File: src/rtl/w3s_pkg.sv
// w3s_pkg: shared constants, types and helpers of the 3x3 smoothing filter
// no dependencies; imported by every module of the block
`default_nettype none

package w3s_pkg;

  // image geometry and pixel format
  localparam int unsigned MAX_SIZE   = 1024;
  localparam int unsigned PIXEL_BITS = 16;
  localparam int unsigned ADDR_BITS  = $clog2(MAX_SIZE);
  localparam int unsigned CNT_BITS   = ADDR_BITS;
  localparam int unsigned SIZE_BITS  = 11;

  // coefficient format, unsigned Q1.15
  localparam int unsigned COEF_BITS = 16;
  localparam int unsigned COEF_FRAC = 15;

  // datapath widths: four-pixel sums, products and the final accumulator
  localparam int unsigned SUM_BITS   = PIXEL_BITS + 2;
  localparam int unsigned PROD_BITS  = COEF_BITS + SUM_BITS;
  localparam int unsigned CPROD_BITS = COEF_BITS + PIXEL_BITS;
  localparam int unsigned ACC_BITS   = PROD_BITS + 2;

  // queue between front and back end
  localparam int unsigned FIFO_DEPTH    = 4;
  localparam int unsigned FIFO_PTR_BITS = $clog2(FIFO_DEPTH);
  localparam int unsigned FIFO_CNT_BITS = FIFO_PTR_BITS + 1;

  // configuration port
  localparam int unsigned CFG_IDX_BITS  = 2;
  localparam int unsigned CFG_DATA_BITS = 16;

  typedef enum logic [CFG_IDX_BITS-1:0] {
    REG_IMAGE_SIZE  = 2'd0,
    REG_CORNER_COEF = 2'd1,
    REG_EDGE_COEF   = 2'd2,
    REG_CENTER_COEF = 2'd3
  } w3s_reg_e;

  localparam logic [SIZE_BITS-1:0] SIZE_RST   = SIZE_BITS'(1024);
  localparam logic [COEF_BITS-1:0] CORNER_RST = COEF_BITS'(1638);
  localparam logic [COEF_BITS-1:0] EDGE_RST   = COEF_BITS'(3277);
  localparam logic [COEF_BITS-1:0] CENTER_RST = COEF_BITS'(13107);

  localparam logic [SIZE_BITS-1:0] SIZE_MIN = SIZE_BITS'(3);
  localparam logic [SIZE_BITS-1:0] SIZE_MAX = SIZE_BITS'(MAX_SIZE);

  // one window ready for weighting
  typedef struct packed {
    logic [SUM_BITS-1:0]   diag_sum;
    logic [SUM_BITS-1:0]   side_sum;
    logic [PIXEL_BITS-1:0] center;
    logic [CNT_BITS-1:0]   row;
    logic [CNT_BITS-1:0]   col;
    logic                  last;
  } w3s_item_t;

  // filter weights
  typedef struct packed {
    logic [COEF_BITS-1:0] corner_w;
    logic [COEF_BITS-1:0] edge_w;
    logic [COEF_BITS-1:0] center_w;
  } w3s_coef_t;

  // effective image size, clamped to the legal range
  function automatic logic [SIZE_BITS-1:0] clamp_size(input logic [SIZE_BITS-1:0] sz);
    logic [SIZE_BITS-1:0] res;
    res = sz;
    if (sz < SIZE_MIN) begin
      res = SIZE_MIN;
    end else if (sz > SIZE_MAX) begin
      res = SIZE_MAX;
    end
    return res;
  endfunction

endpackage

`default_nettype wire

File: src/rtl/w3s_back.sv
// w3s_back: weighting back end, three products then sum, truncate, saturate
// depends on w3s_pkg; drains the window queue into the output register
`default_nettype none

module w3s_back import w3s_pkg::*; (
  input  wire logic                   clk_i,
  input  wire logic                   rst_ni,
  input  wire w3s_coef_t              coef_i,
  input  wire logic                   q_not_empty_i,
  input  wire w3s_item_t              q_item_i,
  output logic                        q_pop_o,
  output logic                        out_valid_o,
  input  wire logic                   out_ready_i,
  output logic [PIXEL_BITS-1:0]       smoothed_o,
  output logic [CNT_BITS-1:0]         out_row_o,
  output logic [CNT_BITS-1:0]         out_col_o,
  output logic                        frame_last_o
);

  // multiply stage
  logic                  m_valid_q;
  logic [PROD_BITS-1:0]  prod_c_q, prod_c_d;
  logic [PROD_BITS-1:0]  prod_e_q, prod_e_d;
  logic [CPROD_BITS-1:0] prod_m_q, prod_m_d;
  logic [CNT_BITS-1:0]   m_row_q, m_col_q;
  logic                  m_last_q;
  logic                  m_ready;

  // output stage
  logic                  o_valid_q;
  logic [PIXEL_BITS-1:0] res_q, res_d;
  logic [CNT_BITS-1:0]   o_row_q, o_col_q;
  logic                  o_last_q;
  logic                  o_ready;
  logic [ACC_BITS-1:0]   acc;

  assign o_ready = !o_valid_q || out_ready_i;
  assign m_ready = !m_valid_q || o_ready;
  assign q_pop_o = q_not_empty_i && m_ready;

  // weighted products
  assign prod_c_d = PROD_BITS'(coef_i.corner_w) * PROD_BITS'(q_item_i.diag_sum);
  assign prod_e_d = PROD_BITS'(coef_i.edge_w) * PROD_BITS'(q_item_i.side_sum);
  assign prod_m_d = CPROD_BITS'(coef_i.center_w) * CPROD_BITS'(q_item_i.center);

  // sum, drop fraction bits, clip at full scale
  always_comb begin
    acc = ACC_BITS'(prod_c_q) + ACC_BITS'(prod_e_q) + ACC_BITS'(prod_m_q);
    if (acc[ACC_BITS-1:COEF_FRAC+PIXEL_BITS] != '0) begin
      res_d = '1;
    end else begin
      res_d = acc[COEF_FRAC+PIXEL_BITS-1:COEF_FRAC];
    end
  end

  // stage valids
  always_ff @(posedge clk_i or negedge rst_ni) begin
    if (!rst_ni) begin
      m_valid_q <= 1'b0;
      o_valid_q <= 1'b0;
    end else begin
      if (m_ready) begin
        m_valid_q <= q_pop_o;
      end
      if (o_ready) begin
        o_valid_q <= m_valid_q;
      end
    end
  end

  // stage payloads
  always_ff @(posedge clk_i) begin
    if (q_pop_o) begin
      prod_c_q <= prod_c_d;
      prod_e_q <= prod_e_d;
      prod_m_q <= prod_m_d;
      m_row_q  <= q_item_i.row;
      m_col_q  <= q_item_i.col;
      m_last_q <= q_item_i.last;
    end
    if (o_ready && m_valid_q) begin
      res_q    <= res_d;
      o_row_q  <= m_row_q;
      o_col_q  <= m_col_q;
      o_last_q <= m_last_q;
    end
  end

  assign out_valid_o  = o_valid_q;
  assign smoothed_o   = res_q;
  assign out_row_o    = o_row_q;
  assign out_col_o    = o_col_q;
  assign frame_last_o = o_last_q;

endmodule

`default_nettype wire

File: config.mk
export PLATFORM = sky130hd
export DESIGN_NAME = w3s_back
export DESIGN_NICKNAME = d
export VERILOG_FILES = /design/src/rtl/w3s_pkg.sv /design/src/rtl/w3s_back.sv
export SDC_FILE = /design/constraint.sdc
export NUM_CORES = 2
export LEC_CHECK = 0
export ABC_AREA = 1
export BUFFER_PORTS_ARGS = -buffer_cell sky130_fd_sc_hd__buf_2
export CAP_MARGIN = 20
export CORE_ASPECT_RATIO = 0.5
export CORE_MARGIN = 3
export CORE_UTILIZATION = 60
export DETAILED_ROUTE_END_ITERATION = 8
export PLACE_DENSITY = 0.85
export SYNTH_ARGS = -nofsm -noshare
export SYNTH_HDL_FRONTEND = slang
export SYNTH_SLANG_ARGS = --single-unit
File: constraint.sdc
create_clock -name clk_i -period 7.26 [get_ports clk_i]
set_input_delay 1.452 -clock clk_i [delete_from_list [all_inputs] [get_ports clk_i]]
set_output_delay 1.452 -clock clk_i [all_outputs]
set_load 0.1 [all_outputs]
==> results_dict.tcl <==
set metrics [dict create \
    coreArea_um2 58340 \
    synth_nets 5511 \
    area_growth_pct 4.749 \
    routedWlPerCell_um 17.27 \
    dp_hpwl_um 74110 \
    numPortBuffers 163 \
    antenna_found_initial 1 \
    cts_htree_levels 4 \
    synth-edff-count 158 \
    ioPinCount 164 \
    avgViaCountPerCell 5.432 \
    period_needed_ns 6.697 \
    synth_area_um2 35960 \
    min_from "m_row_q[2]$_DFFE_PP_" \
    ff2ff_path_depth 12 \
    crit_arrival_ns 6.85 \
    vias 28082 \
    cts_made_buffers 17 \
    finClkSkew_ns 0.01197 \
    criticalPathCategory "in2reg" \
    clockRootBuffer "clkbuf_16" \
    grt_max_degree 68 \
    syn_inst 4366 \
    drive_gt1_share_pct 5.997 \
    synth.avg_cell_area_um2 8.237 \
    setup-violations-final 0 \
    cts.sinks 160 \
    clk_path_buf_depth 2 \
    fin_setup_tns_ns 0 \
    place_congestion 0.9514 \
    final_area_um2 37670 \
    postRouteAntennaNets 0 \
    whs_path_depth 0 \
    fin_util_pct 64.57 \
    rows 62 \
    dieArea_um2 63090 \
    cts_hold_buf 0 \
    cts_resized 0 \
    end_kind "register" \
    critPathTopFamily "adder cells" \
    clk_pin_slew_ns 0.07 \
    synthFlopType "edfxtp_1" \
    placed_area_um2 37100 \
    drv_slew 0 \
    fmax_mhz 149.3 \
    worstPathMaxFanout 16 \
    drv_cap 0 \
    regToRegSetupSlack_ns 3.93 \
    drc 0 \
    async_reset_ff_share_pct 1.250 \
    post-cts-setup-buffers 0 \
    grt_usage_pct 29.70 \
    post-route-period-util_pct 92.24 \
    crit_chain "buf_2 > nand2_1 > fa_1 > fa_1 > fa_1 > inv_1 > fa_1 > fa_1 > inv_1 > fa_1 > inv_1 > ha_1 > a21oi_1 > a21boi_0 > o21bai_1 > a21oi_1 > o21ai_0 > nand2_1 > nand2_1 > xor2_1" \
    cts_tree "built" \
    grt_pass1_vias 29714 \
    layout.nets 5502 \
    ys_seq_area_share_pct 13.33 \
    synth_cell_types 46 \
    hp-class "reg2reg" \
    ys_ff_latch 160 \
    hold_viol 0 \
    die_y_um 179.1 \
    crit_buf_inv 4 \
    clkLatencyLatePin_ns 0.43 \
    overflow 0 \
    cp-start-kind "primary input" \
    ys.warnings.count 0 \
    die_w_um 352.2 \
    tightest_slew_ns 0.8624 \
    path_common_cell "fa_1" \
    reg2reg_from "prod_e_q[8]$_DFFE_PP_" \
    grt_pass1_wl_um 149900 \
    reg2reg_to "smoothed_o[2]$_SDFFCE_PP1P_" \
    dr.pass1.iters 6 \
    crit_path_max_incr_delay_ns 0.57 \
    status "finished, final reports clean" \
    start_util_pct 61.65 \
    drt_iter0_markers 2354 \
    cp.required_ns 7.42 \
    rsz0062_at_grt "false" \
    max-slew-margin-rel_pct 42.51 \
    drt_wl_total_um 89300 \
    crit_slowest_cell "fa_1" \
    holdPathEnd "out_row_o[2]$_DFFE_PP_" \
]
==> cell usage in the layout, fill, tap and decap left out, types with 6 or more instances in the layout <==
cell / n
a31oi_1: 11
o21ai_1: 7
nand2_2: 9
ha_1: 351
fa_1: 669
o21ai_0: 56
nand2_1: 1126
nand3_1: 58
xor2_1: 60
buf_4: 11
edfxtp_1: 158
a21boi_0: 7
nor2_1: 131
nor2_2: 8
inv_6: 6
inv_1: 1205
nor3_1: 17
o21bai_1: 12
nand3_2: 12
nand4_1: 11
a21o_1: 16
xnor2_1: 40
buf_2: 163
clkbuf_16: 17
a21oi_1: 138
==> cells by family after synthesis <==
logic type | after synthesis | synth area share, %
AOI/OAI and AO/OA | 285 | 4.614
xor gates and xnor gates | 100 | 2.435
adders and majority gates | 1020 | 49.45
buffers and inverters | 1414 | 14.81
DFF | 160 | 13.33
and+or+nand+nor | 1387 | 15.35
==> metrics by stage <==
step | hold slack (ns) | setup slack, ns | cells
2_1_floorplan | 0.4003 | 0.4676 | 4366
3_3_place_gp | 0.4005 | 0.2780 | 5138
3_5_place_dp | 0.4045 | 0.1828 | 5138
4_1_cts | 0.4159 | 0.6282 | 5169
5_1_grt | 0.4280 | 0.2871 | 5170
6_report | 0.4139 | 0.5634 | 5170
==> synthesized netlist by cell type (8+ instances only) <==
master	number	area, um2
a21o_1	16	120.1
nand2_1	1126	4227
nand3_2	12	120.1
inv_1	1206	4527
buf_1	9	33.78
nand2_2	9	56.30
edfxtp_1	158	4745
xor2_1	60	525.5
ha_1	351	4392
nand3_1	58	290.3
a21oi_1	139	695.7
nand4_1	11	68.82
nor2_2	8	50.05
nor3_1	17	85.08
clkbuf_1	191	716.9
a31oi_1	11	68.82
fa_1	669	13390
xnor2_1	40	350.3
o21bai_1	12	90.09
o21ai_0	56	280.3
nor2_1	131	491.7
==> area by class of cell <==
cell class	count	area (um2)
diodes	1	2.502
clock buffers	17	425.4
clock inverters	14	143.9
fillers	4715	20670
inverters	1212	4552
multi-input cells	2792	25850
flip-flops and latches	160	4795
well taps	800	1001
repair buffers	174	898.4
==> state kept, by name, indices dropped and copies added, names as in the netlist <==
register	flops
out_valid_o	1
prod_e_q	34
smoothed_o	16
prod_c_q	34
frame_last_o	1
m_last_q	1
m_row_q	10
prod_m_q	32
m_col_q	10
out_col_o	10
m_valid_q	1
out_row_o	10
==> worst register-to-register path: stages, from the launching register on <==
cell and delay (ns):
edfxtp_1 0.48, fa_1 0.50, ha_1 0.34, a21oi_1 0.31, o21ai_1 0.12, a21oi_1 0.14, nand2_1 0.16, nand2_1 0.13
nand2_1 0.08, a21oi_2 0.13, nand2_2 0.08, nor2_4 0.41, nand3_1 0.16
==> how the worst max path moves through the flow <==
stage / start / end / slack (ns) / cells after the start
3_3_place_gp: q_item_i[47] / prod_e_q[33]$_DFFE_PP_ / 0.28 / 18
6_report: q_item_i[65] / prod_c_q[25]$_DFFE_PP_ / 0.56 / 20
3_5_place_dp: q_item_i[65] / prod_c_q[25]$_DFFE_PP_ / 0.18 / 20
5_1_grt: q_item_i[65] / prod_c_q[25]$_DFFE_PP_ / 0.29 / 20
4_1_cts: q_item_i[65] / prod_c_q[25]$_DFFE_PP_ / 0.63 / 20
2_1_floorplan: coef_i[33] / prod_c_q[25]$_DFFE_PP_ / 0.47 / 21
==> routing by layer <==
metal	share of wire, %	global-route usage, %	vias up
li1	-	-	12701
met1	40	39.83	13756
met2	48	50.78	1349
met3	8.7	3.924	276
met4	3.3	9.456	0
met5	0	0	-
Power is left out: the tool's default activity adds up to more than one toggle a clock period on the data nets, which glitch-free logic cannot reach.
