`config.mk`:
```
export PLATFORM = sky130hd
export DESIGN_NAME = w3s_fifo
export DESIGN_NICKNAME = d
export VERILOG_FILES = /design/src/rtl/w3s_pkg.sv /design/src/rtl/w3s_fifo.sv
export SDC_FILE = /design/constraint.sdc
export NUM_CORES = 1
export LEC_CHECK = 0
export BUFFER_PORTS_ARGS = -buffer_cell sky130_fd_sc_hd__buf_2
export CORE_MARGIN = 10
export CORE_UTILIZATION = 40
export CTS_BUF_LIST = sky130_fd_sc_hd__clkbuf_4 sky130_fd_sc_hd__clkbuf_8 sky130_fd_sc_hd__clkbuf_16
export DETAILED_ROUTE_END_ITERATION = 10
export GPL_ROUTABILITY_DRIVEN = 0
export PLACE_DENSITY = 0.58
export SLEW_MARGIN = 10
export SYNTH_ARGS = -nofsm -noshare
export SYNTH_HDL_FRONTEND = slang
export SYNTH_SLANG_ARGS = --single-unit
export TNS_END_PERCENT = 1
```
`constraint.sdc`:
```
create_clock -name clk_i -period 4.5 [get_ports clk_i]
set_input_delay 0.45 -clock clk_i [delete_from_list [all_inputs] [get_ports clk_i]]
set_output_delay 0.45 -clock clk_i [all_outputs]
set_load 0.03 [all_outputs]
```
`src/rtl/w3s_pkg.sv`:
```
// w3s_pkg: shared constants, types and helpers of the 3x3 smoothing filter
// no dependencies; imported by every module of the block
`default_nettype none

package w3s_pkg;

  // image geometry and pixel format
  localparam int unsigned MAX_SIZE   = 1024;
  localparam int unsigned PIXEL_BITS = 16;
  localparam int unsigned ADDR_BITS  = $clog2(MAX_SIZE);
  localparam int unsigned CNT_BITS   = ADDR_BITS;
  localparam int unsigned SIZE_BITS  = 11;

  // coefficient format, unsigned Q1.15
  localparam int unsigned COEF_BITS = 16;
  localparam int unsigned COEF_FRAC = 15;

  // datapath widths: four-pixel sums, products and the final accumulator
  localparam int unsigned SUM_BITS   = PIXEL_BITS + 2;
  localparam int unsigned PROD_BITS  = COEF_BITS + SUM_BITS;
  localparam int unsigned CPROD_BITS = COEF_BITS + PIXEL_BITS;
  localparam int unsigned ACC_BITS   = PROD_BITS + 2;

  // queue between front and back end
  localparam int unsigned FIFO_DEPTH    = 4;
  localparam int unsigned FIFO_PTR_BITS = $clog2(FIFO_DEPTH);
  localparam int unsigned FIFO_CNT_BITS = FIFO_PTR_BITS + 1;

  // configuration port
  localparam int unsigned CFG_IDX_BITS  = 2;
  localparam int unsigned CFG_DATA_BITS = 16;

  typedef enum logic [CFG_IDX_BITS-1:0] {
    REG_IMAGE_SIZE  = 2'd0,
    REG_CORNER_COEF = 2'd1,
    REG_EDGE_COEF   = 2'd2,
    REG_CENTER_COEF = 2'd3
  } w3s_reg_e;

  localparam logic [SIZE_BITS-1:0] SIZE_RST   = SIZE_BITS'(1024);
  localparam logic [COEF_BITS-1:0] CORNER_RST = COEF_BITS'(1638);
  localparam logic [COEF_BITS-1:0] EDGE_RST   = COEF_BITS'(3277);
  localparam logic [COEF_BITS-1:0] CENTER_RST = COEF_BITS'(13107);

  localparam logic [SIZE_BITS-1:0] SIZE_MIN = SIZE_BITS'(3);
  localparam logic [SIZE_BITS-1:0] SIZE_MAX = SIZE_BITS'(MAX_SIZE);

  // one window ready for weighting
  typedef struct packed {
    logic [SUM_BITS-1:0]   diag_sum;
    logic [SUM_BITS-1:0]   side_sum;
    logic [PIXEL_BITS-1:0] center;
    logic [CNT_BITS-1:0]   row;
    logic [CNT_BITS-1:0]   col;
    logic                  last;
  } w3s_item_t;

  // filter weights
  typedef struct packed {
    logic [COEF_BITS-1:0] corner_w;
    logic [COEF_BITS-1:0] edge_w;
    logic [COEF_BITS-1:0] center_w;
  } w3s_coef_t;

  // effective image size, clamped to the legal range
  function automatic logic [SIZE_BITS-1:0] clamp_size(input logic [SIZE_BITS-1:0] sz);
    logic [SIZE_BITS-1:0] res;
    res = sz;
    if (sz < SIZE_MIN) begin
      res = SIZE_MIN;
    end else if (sz > SIZE_MAX) begin
      res = SIZE_MAX;
    end
    return res;
  endfunction

endpackage

`default_nettype wire

```
`src/rtl/w3s_fifo.sv`:
```
// w3s_fifo: short queue of windows between front end and weighting back end
// depends on w3s_pkg for the entry type and depth
`default_nettype none

module w3s_fifo import w3s_pkg::*; (
  input  wire logic      clk_i,
  input  wire logic      rst_ni,
  input  wire logic      push_i,
  input  wire w3s_item_t push_item_i,
  output logic           not_full_o,
  input  wire logic      pop_i,
  output logic           not_empty_o,
  output w3s_item_t      pop_item_o
);

  w3s_item_t                entries_q [FIFO_DEPTH];
  logic [FIFO_PTR_BITS-1:0] wr_ptr_q, rd_ptr_q;
  logic [FIFO_CNT_BITS-1:0] cnt_q, cnt_d;
  logic                     do_push, do_pop;

  assign not_full_o  = (cnt_q != FIFO_CNT_BITS'(FIFO_DEPTH));
  assign not_empty_o = (cnt_q != '0);
  assign do_push     = push_i && not_full_o;
  assign do_pop      = pop_i && not_empty_o;
  assign pop_item_o  = entries_q[rd_ptr_q];

  always_comb begin
    cnt_d = cnt_q;
    if (do_push && !do_pop) begin
      cnt_d = cnt_q + FIFO_CNT_BITS'(1);
    end else if (!do_push && do_pop) begin
      cnt_d = cnt_q - FIFO_CNT_BITS'(1);
    end
  end

  // pointers and fill level
  always_ff @(posedge clk_i or negedge rst_ni) begin
    if (!rst_ni) begin
      wr_ptr_q <= '0;
      rd_ptr_q <= '0;
      cnt_q    <= '0;
    end else begin
      cnt_q <= cnt_d;
      if (do_push) begin
        wr_ptr_q <= wr_ptr_q + FIFO_PTR_BITS'(1);
      end
      if (do_pop) begin
        rd_ptr_q <= rd_ptr_q + FIFO_PTR_BITS'(1);
      end
    end
  end

  // entry storage
  always_ff @(posedge clk_i) begin
    if (do_push) begin
      entries_q[wr_ptr_q] <= push_item_i;
    end
  end

`ifndef SYNTHESIS
  // fill level stays within the queue
  assert property (@(posedge clk_i) disable iff (!rst_ni)
    cnt_q <= FIFO_CNT_BITS'(FIFO_DEPTH))
    else $error("w3s_fifo: fill level above depth");

  // a lone push grows the level by one
  assert property (@(posedge clk_i) disable iff (!rst_ni)
    (do_push && !do_pop) |=> (cnt_q == $past(cnt_q) + FIFO_CNT_BITS'(1)))
    else $error("w3s_fifo: push not counted");

  // a lone pop shrinks the level by one
  assert property (@(posedge clk_i) disable iff (!rst_ni)
    (do_pop && !do_push) |=> (cnt_q == $past(cnt_q) - FIFO_CNT_BITS'(1)))
    else $error("w3s_fifo: pop not counted");

  // pointers are apart by the fill level, modulo the depth
  assert property (@(posedge clk_i) disable iff (!rst_ni)
    FIFO_PTR_BITS'(wr_ptr_q - rd_ptr_q) == FIFO_PTR_BITS'(cnt_q))
    else $error("w3s_fifo: pointers out of step with level");
`endif

endmodule

`default_nettype wire

```
==> metrics.txt, run 1 <==
# TYPE chip_impl_metric gauge
chip_impl_info{name="status",value="completed"} 1
chip_impl_info{name="library_cell_contributing_the_largest_single_delay_on_the_critical_path",value="dfrtp_4"} 1
chip_impl_info{name="synth.top_cells.by_area",value="edfxtp_1 80%, mux4_2 15%, dfrtp_1 1.6%, buf_6 0.62%, ha_1 0.57%"} 1
chip_impl_metric{name="dpl_worst_slack",unit="ps"} 1920
chip_impl_metric{name="setup_viol",unit=""} 0
chip_impl_metric{name="largest_net_degree_at_the_start_of_global_routing",unit=""} 75
chip_impl_info{name="rsz0062_at_grt",value="no"} 1
chip_impl_info{name="synth_ff_type",value="edfxtp_1"} 1
chip_impl_metric{name="cts.sinks",unit=""} 299
chip_impl_metric{name="timing.setup.tns",unit="ps"} 0
chip_impl_metric{name="seq_area_frac_synth",unit=""} 0.817
chip_impl_info{name="start_kind",value="register"} 1
chip_impl_info{name="crit-reg2reg-capture",value="entries_q[2][24]"} 1
chip_impl_info{name="critPathCaptureType",value="output pin"} 1
chip_impl_metric{name="clock_skew",unit="ps"} 6.78
chip_impl_metric{name="detail_route.first_pass.iterations",unit=""} 4
chip_impl_metric{name="cts.clk_slew.worst_paths",unit="ps"} 60
chip_impl_metric{name="number_of_routed_nets_with_antenna_violations",unit=""} 0
chip_impl_info{name="ys_top_cells_by_count",value="292 x edfxtp_1, 73 x mux4_2, 7 x buf_2, 7 x dfrtp_1, 6 x buf_6"} 1
chip_impl_metric{name="postSynthCellCount",unit=""} 416
chip_impl_metric{name="via_count",unit=""} 4933
chip_impl_metric{name="worst_ep_arrival_time",unit="ps"} 2600
chip_impl_metric{name="syn_area_per_cell",unit="um^2"} 26.3
chip_impl_metric{name="hold_ws",unit="ps"} 123
chip_impl_metric{name="wl_per_cell",unit="um"} 22.2
chip_impl_metric{name="detailedPlacementHpwl",unit="um"} 12700
chip_impl_metric{name="period_minus_slack",unit="ps"} 3050
chip_impl_metric{name="tritoncts.num_buffers",unit=""} 31
chip_impl_metric{name="detail_route.drc_violations",unit=""} 0
chip_impl_metric{name="layout.cells.non_filler",unit=""} 958
chip_impl_info{name="crit_start",value="rd_ptr_q[0]"} 1
chip_impl_metric{name="yosys_warnings",unit=""} 0
chip_impl_metric{name="required",unit="ps"} 4050
chip_impl_metric{name="max_slew.worst_pin.slew",unit="ps"} 1210
chip_impl_info{name="critical_path.cell_chain",value="buf_4 > mux4_2 > buf_2"} 1
chip_impl_metric{name="cpPeakStageDelay",unit="ps"} 800
chip_impl_info{name="critPathTopFamily",value="flip-flops"} 1
chip_impl_metric{name="drive_gt1_frac",unit=""} 0.471
chip_impl_metric{name="synth.top_cell.area_share",unit=""} 0.801
chip_impl_metric{name="effective_utilization_at_floorplan",unit=""} 0.406
chip_impl_metric{name="ctsLongestPathBuffers",unit=""} 3
chip_impl_metric{name="drt_wl_total",unit="um"} 21200
chip_impl_metric{name="synth_edf_count",unit=""} 292
chip_impl_metric{name="worst-path-buf-inv",unit=""} 2
chip_impl_metric{name="grtUsageTotal",unit=""} 0.125
chip_impl_metric{name="drt-initial-drc-count",unit=""} 234
chip_impl_metric{name="fin_ws",unit="ps"} 1450
chip_impl_metric{name="ys_ff_latch",unit=""} 299
chip_impl_metric{name="r2r_cells",unit=""} 4
chip_impl_metric{name="async_flop_share",unit=""} 0.0234
chip_impl_info{name="tritoncts_clock_tree",value="done"} 1
chip_impl_metric{name="maxSlewViolCount",unit=""} 0
chip_impl_metric{name="grt_antenna_before_repair",unit=""} 1
chip_impl_metric{name="worst_slew_margin_rel",unit=""} 0.195
chip_impl_info{name="cts.root.buffer_cell",value="clkbuf_16"} 1
chip_impl_metric{name="core.rowCount",unit=""} 60
chip_impl_metric{name="max_cap_violations",unit=""} 0
chip_impl_metric{name="vdd_ir_drop_max",unit="uV"} 488
chip_impl_metric{name="ioPinCount",unit=""} 152
chip_impl_info{name="worst_min_delay_path_category",value="in -> reg"} 1
chip_impl_metric{name="reg2reg_setup_slack",unit="ps"} 2010
chip_impl_metric{name="synth_cell_type_count",unit=""} 19
chip_impl_metric{name="nets",unit=""} 675
chip_impl_info{name="synth_largest_area_cell",value="edfxtp_1"} 1
chip_impl_metric{name="first_global_vias",unit=""} 5631
chip_impl_metric{name="critical_path_depth",unit=""} 3
chip_impl_metric{name="die_width",unit="um"} 185
chip_impl_metric{name="grt_pass1_wl",unit="um"} 32900
chip_impl_metric{name="fin_crit_sh",unit=""} 0.678
chip_impl_metric{name="power_density",unit="mW/mm^2"} 737
chip_impl_metric{name="final.fill_count",unit=""} 2172
chip_impl_info{name="criticalPathCategory",value="reg -> out"} 1
chip_impl_metric{name="hold_violation_total_from_the_final_report",unit=""} 0
chip_impl_metric{name="floorplan.core_area",unit="mm^2"} 0.0270
chip_impl_metric{name="critical_path_peak_fanout",unit=""} 28
chip_impl_info{name="critical_path.endpoint",value="pop_item_o[38]"} 1
chip_impl_metric{name="place_inst",unit=""} 899
chip_impl_metric{name="fmax",unit="GHz"} 0.328
chip_impl_metric{name="place.port_buffers",unit=""} 151
chip_impl_metric{name="vias_per_cell",unit=""} 5.15
chip_impl_metric{name="post_synth_instance_area",unit="mm^2"} 0.0109
chip_impl_info{name="reg2reg_from",value="cnt_q[0]"} 1
chip_impl_metric{name="die_height",unit="um"} 185
chip_impl_metric{name="htreeDepth",unit=""} 1
chip_impl_info{name="most_frequent_cell_after_synthesis",value="edfxtp_1"} 1
chip_impl_metric{name="grt.overflow.total",unit=""} 0
chip_impl_metric{name="area_delta_synth_final",unit="%"} 20.6
chip_impl_metric{name="post_cts.resized_instances",unit=""} 0
chip_impl_metric{name="p_leak",unit="uW"} 0.00451
chip_impl_metric{name="postSynthNetCount",unit=""} 499
chip_impl_metric{name="worst_skew_pair.late_latency",unit="ps"} 540
chip_impl_metric{name="fp.dieArea",unit="mm^2"} 0.0344
worst min-delay path by stage:
| stage | start | endpoint | depth (start not counted) |
|---|---|---|---|
| floorplan | rst_ni | cnt_q[0] | 0 |
| CTS | push_item_i[47] | entries_q[0][47] | 1 |
| global route | push_item_i[63] | entries_q[0][63] | 1 |
| detailed placement | rst_ni | cnt_q[2] | 1 |
| finish | push_item_i[65] | entries_q[3][65] | 1 |
| global placement | rst_ni | cnt_q[2] | 1 |
power breakdown:
group,total [uW],switching [uW],internal [uW],leakage [uW]
registers,4040,347,3690,0.00275
logic,2960,1840,1120,0.00121
clock network,2740,1010,1730,0.000540
total,9730,3190,6540,0.00451
state kept, by name, summed over array words and instances, names as in the netlist:
signal and count:
entries_q 292, wr_ptr_q 2, rd_ptr_q 2, cnt_q 3
metal layers:
| layer | vias to the layer above | global-route usage | part of all wire |
|---|---|---|---|
| met3 | 40 | 0.0308 | 0.069 |
| li1 | 2148 | - | - |
| met4 | 0 | 0.0315 | 0.019 |
| met2 | 158 | 0.210 | 0.50 |
| met5 | - | 0 | 0 |
| met1 | 2587 | 0.158 | 0.42 |
area by class of cell:
| cell class | instances | area (um^2) | share of cell area |
|---|---|---|---|
| clock buffer | 34 | 798 | 0.0605 |
| inverter | 3 | 11.3 | 0.000853 |
| multi-input combinational | 98 | 1870 | 0.142 |
| sequential | 299 | 8950 | 0.678 |
| tap | 341 | 427 | 0.0323 |
| clock inverter | 23 | 314 | 0.0238 |
| antenna | 1 | 2.50 | 0.000190 |
| timing repair buffer | 159 | 818 | 0.0620 |
logic make-up after synthesis:
| family | share of synthesized area |
|---|---|
| buf+inv | 0.0121 |
| fa+ha+maj | 0.00755 |
| flops | 0.817 |
| simple gates | 0.00469 |
| mux | 0.152 |
| compound gates | 0.00103 |
| xor+xnor | 0.00480 |
through the flow:
| stage | power, uW | instance area (um^2) | util |
|---|---|---|---|
| after global routing | 10200 | 13200 | 0.490 |
| after floorplan | 6250 | 10900 | - |
| after detailed placement | 7160 | 12100 | 0.448 |
| after global placement | 7100 | 12100 | 0.448 |
| after CTS | 9920 | 13200 | 0.490 |
| final | 9730 | 13200 | 0.490 |
timing repair:
action / in CTS / in global routing
setup buffers: 0 / 0
hold buffers: 1 / 0
endpoints found under the hold margin: 7 / 0
cells in the final DEF (no fill, tap or decap), types with 2 or more instances in the layout:
master and instances:
buf_2 151, clkinvlp_4 3, mux2_2 2, clkinv_1 7, nor2_1 2, clkbuf_16 31
edfxtp_1 292, nand2_1 2, clkinv_2 5, inv_1 3, dfrtp_1 5, bufinv_16 8
xnor2_1 4, and2_4 4, xor2_1 2, clkbuf_4 3, mux4_2 73, ha_1 5
dfrtp_4 2, buf_4 7
Power figures use the tool's default switching activity.
==> inputs of run 2 (changes only) <==
==> constraint.sdc (replaced) <==
create_clock -name clk_i -period 3.1 [get_ports clk_i]
set_input_delay 0.31 -clock clk_i [delete_from_list [all_inputs] [get_ports clk_i]]
set_output_delay 0.31 -clock clk_i [all_outputs]
set_load 0.03 [all_outputs]
==> metrics.txt, run 2 (synthesis gave the netlist of run 1 again) <==
# TYPE chip_impl_metric gauge
chip_impl_metric{name="worst-path-buf-inv",unit=""} 2
chip_impl_info{name="reg_top3",value="entries_q x292, cnt_q x3"} 1
chip_impl_metric{name="number_of_routed_nets_with_antenna_violations",unit=""} 0
chip_impl_info{name="most_common_cell_after_layout_fill_and_taps_aside",value="edfxtp_1"} 1
chip_impl_metric{name="setup_viol",unit=""} 0
chip_impl_metric{name="fp.dieArea",unit="mm^2"} 0.0344
chip_impl_info{name="critPathCaptureType",value="output pin"} 1
chip_impl_metric{name="vias_per_cell",unit=""} 5.00
chip_impl_metric{name="post_cts.resized_instances",unit=""} 0
chip_impl_metric{name="total_power",unit="uW"} 14200
chip_impl_metric{name="drive_gt1_frac",unit=""} 0.429
chip_impl_info{name="rsz0062_at_grt",value="no"} 1
chip_impl_metric{name="maxSlewViolCount",unit=""} 0
chip_impl_info{name="criticalPathCategory",value="reg -> out"} 1
chip_impl_metric{name="grtUsageTotal",unit=""} 0.131
chip_impl_metric{name="critical_path_peak_fanout",unit=""} 22
chip_impl_metric{name="power_density",unit="mW/mm^2"} 1010
chip_impl_metric{name="worst_skew_pair.late_latency",unit="ps"} 550
chip_impl_info{name="cts.root.buffer_cell",value="clkbuf_16"} 1
chip_impl_metric{name="r2r_cells",unit=""} 8
chip_impl_info{name="reg2reg_from",value="cnt_q[1]"} 1
chip_impl_metric{name="required",unit="ps"} 2790
chip_impl_metric{name="effective_utilization_at_floorplan",unit=""} 0.406
chip_impl_metric{name="die_height",unit="um"} 185
chip_impl_metric{name="htreeDepth",unit=""} 1
chip_impl_metric{name="ioPinCount",unit=""} 152
chip_impl_metric{name="core.rowCount",unit=""} 60
chip_impl_metric{name="post-route-util",unit=""} 0.520
chip_impl_metric{name="worst_slew_margin_rel",unit=""} 0.686
chip_impl_metric{name="cts.repair_timing.setup_buffer_count",unit=""} 0
chip_impl_info{name="library_cell_contributing_the_largest_single_delay_on_the_critical_path",value="dfrtp_4"} 1
chip_impl_metric{name="nets",unit=""} 759
chip_impl_info{name="tritoncts_clock_tree",value="done"} 1
chip_impl_metric{name="detail_route.drc_violations",unit=""} 0
chip_impl_metric{name="vdd_ir_drop_max",unit="uV"} 591
chip_impl_metric{name="tritoncts.num_buffers",unit=""} 31
chip_impl_metric{name="detailedPlacementHpwl",unit="um"} 14000
chip_impl_metric{name="hold_ws",unit="ps"} 63.8
chip_impl_metric{name="cts.clk_slew.worst_paths",unit="ps"} 60
chip_impl_metric{name="critical_path_depth",unit=""} 3
chip_impl_info{name="crit_start",value="rd_ptr_q[0]"} 1
chip_impl_metric{name="hold_violation_total_from_the_final_report",unit=""} 0
chip_impl_metric{name="layout.cells.non_filler",unit=""} 1041
chip_impl_metric{name="area_delta_synth_final",unit="%"} 28.1
chip_impl_metric{name="first_global_vias",unit=""} 5878
chip_impl_metric{name="detail_route.first_pass.iterations",unit=""} 4
chip_impl_metric{name="cpPeakStageDelay",unit="ps"} 690
chip_impl_metric{name="grt.overflow.total",unit=""} 0
chip_impl_metric{name="p_leak",unit="uW"} 0.00487
chip_impl_metric{name="antennaDiodeCount",unit=""} 0
chip_impl_metric{name="period_minus_slack",unit="ps"} 2620
chip_impl_metric{name="fin_crit_sh",unit=""} 0.846
chip_impl_metric{name="via_count",unit=""} 5204
chip_impl_info{name="critPathTopFamily",value="flip-flops"} 1
chip_impl_info{name="status",value="completed"} 1
chip_impl_metric{name="cts.sinks",unit=""} 299
chip_impl_metric{name="ctsLongestPathBuffers",unit=""} 3
chip_impl_metric{name="worst_ep_arrival_time",unit="ps"} 2310
chip_impl_info{name="critical_path.cell_chain",value="buf_12 > mux4_2 > buf_2"} 1
chip_impl_metric{name="reg2reg_setup_slack",unit="ps"} 950
chip_impl_metric{name="max_slew.worst_pin.slew",unit="ps"} 471
chip_impl_info{name="mostFrequentLayoutCells",value="292 x edfxtp_1, 151 x buf_2, 74 x dlygate4sd3_1"} 1
chip_impl_metric{name="drt_wl_total",unit="um"} 22300
chip_impl_metric{name="floorplan.core_area",unit="mm^2"} 0.0270
chip_impl_metric{name="die_width",unit="um"} 185
chip_impl_metric{name="wl_per_cell",unit="um"} 21.4
chip_impl_metric{name="fmax",unit="GHz"} 0.381
chip_impl_metric{name="timing.setup.tns",unit="ps"} 0
chip_impl_metric{name="grt_antenna_before_repair",unit=""} 0
chip_impl_metric{name="max_cap_violations",unit=""} 0
chip_impl_metric{name="largest_net_degree_at_the_start_of_global_routing",unit=""} 30
chip_impl_info{name="worst_min_delay_path_category",value="in -> reg"} 1
chip_impl_metric{name="drt-initial-drc-count",unit=""} 266
chip_impl_info{name="critical_path.endpoint",value="pop_item_o[7]"} 1
chip_impl_metric{name="grt_pass1_wl",unit="um"} 34600
chip_impl_metric{name="place_inst",unit=""} 910
chip_impl_info{name="regMostFlops",value="entries_q"} 1
chip_impl_info{name="crit-reg2reg-capture",value="cnt_q[2]"} 1
chip_impl_info{name="start_kind",value="register"} 1
chip_impl_metric{name="clock_skew",unit="ps"} 12.1
chip_impl_metric{name="place.port_buffers",unit=""} 151
chip_impl_metric{name="largest_reg_flops",unit=""} 292
## run 2: area by class of cell
| type | count | area (um^2) |
|---|---|---|
| fillers | 2122 | 12900 |
| clock buffers | 37 | 821 |
| repair buffers | 243 | 1710 |
| well taps | 341 | 427 |
| inverters | 3 | 11.3 |
| multi-input cells | 98 | 1870 |
| flip-flops and latches | 299 | 8950 |
| clock inverters | 20 | 225 |
## run 2: power by group
group | total, uW | internal, uW | switching [uW]
Clock | 3750 | 2290 | 1460
Sequential | 5660 | 5350 | 311
Combinational | 4750 | 1800 | 2950
Total | 14200 | 9440 | 4720
## run 2: worst min path at each step
stage / startpoint / end / slack [ps] / depth (start not counted)
final: pop_i / rd_ptr_q[0] / 60 / 3
after global routing: pop_i / rd_ptr_q[0] / 70 / 3
after CTS: pop_i / rd_ptr_q[0] / 40 / 3
after floorplan: rst_ni / cnt_q[0] / 10 / 0
after global placement: rst_ni / cnt_q[0] / 150 / 1
after detailed placement: rst_ni / cnt_q[0] / 160 / 1
## run 2: worst min-delay path: stages
cell,delay [ps]
buf_2,120
nand2_1,90
xnor2_1,60
## run 2: stage by stage
stage	setup WS [ps]	instance area (um^2)
2_1_floorplan	177	10900
3_3_place_gp	992	12200
3_5_place_dp	943	12200
4_1_cts	407	14000
5_1_grt	365	14000
6_report	476	14000
## run 2: per-layer routing
layer	routed length (um)	vias to the layer above	share of wire	global-route usage
met1	9810	2717	0.44	0.175
met3	1310	35	0.059	0.0304
met4	384	0	0.017	0.0332
met2	10800	144	0.48	0.213
li1	-	2308	-	-
met5	0	-	0	0
## run 2: timing repair
item	4_1_cts	5_1_grt
endpoints found under the setup margin	0	0
hold endpoints to repair	299	0
hold buffers	74	0
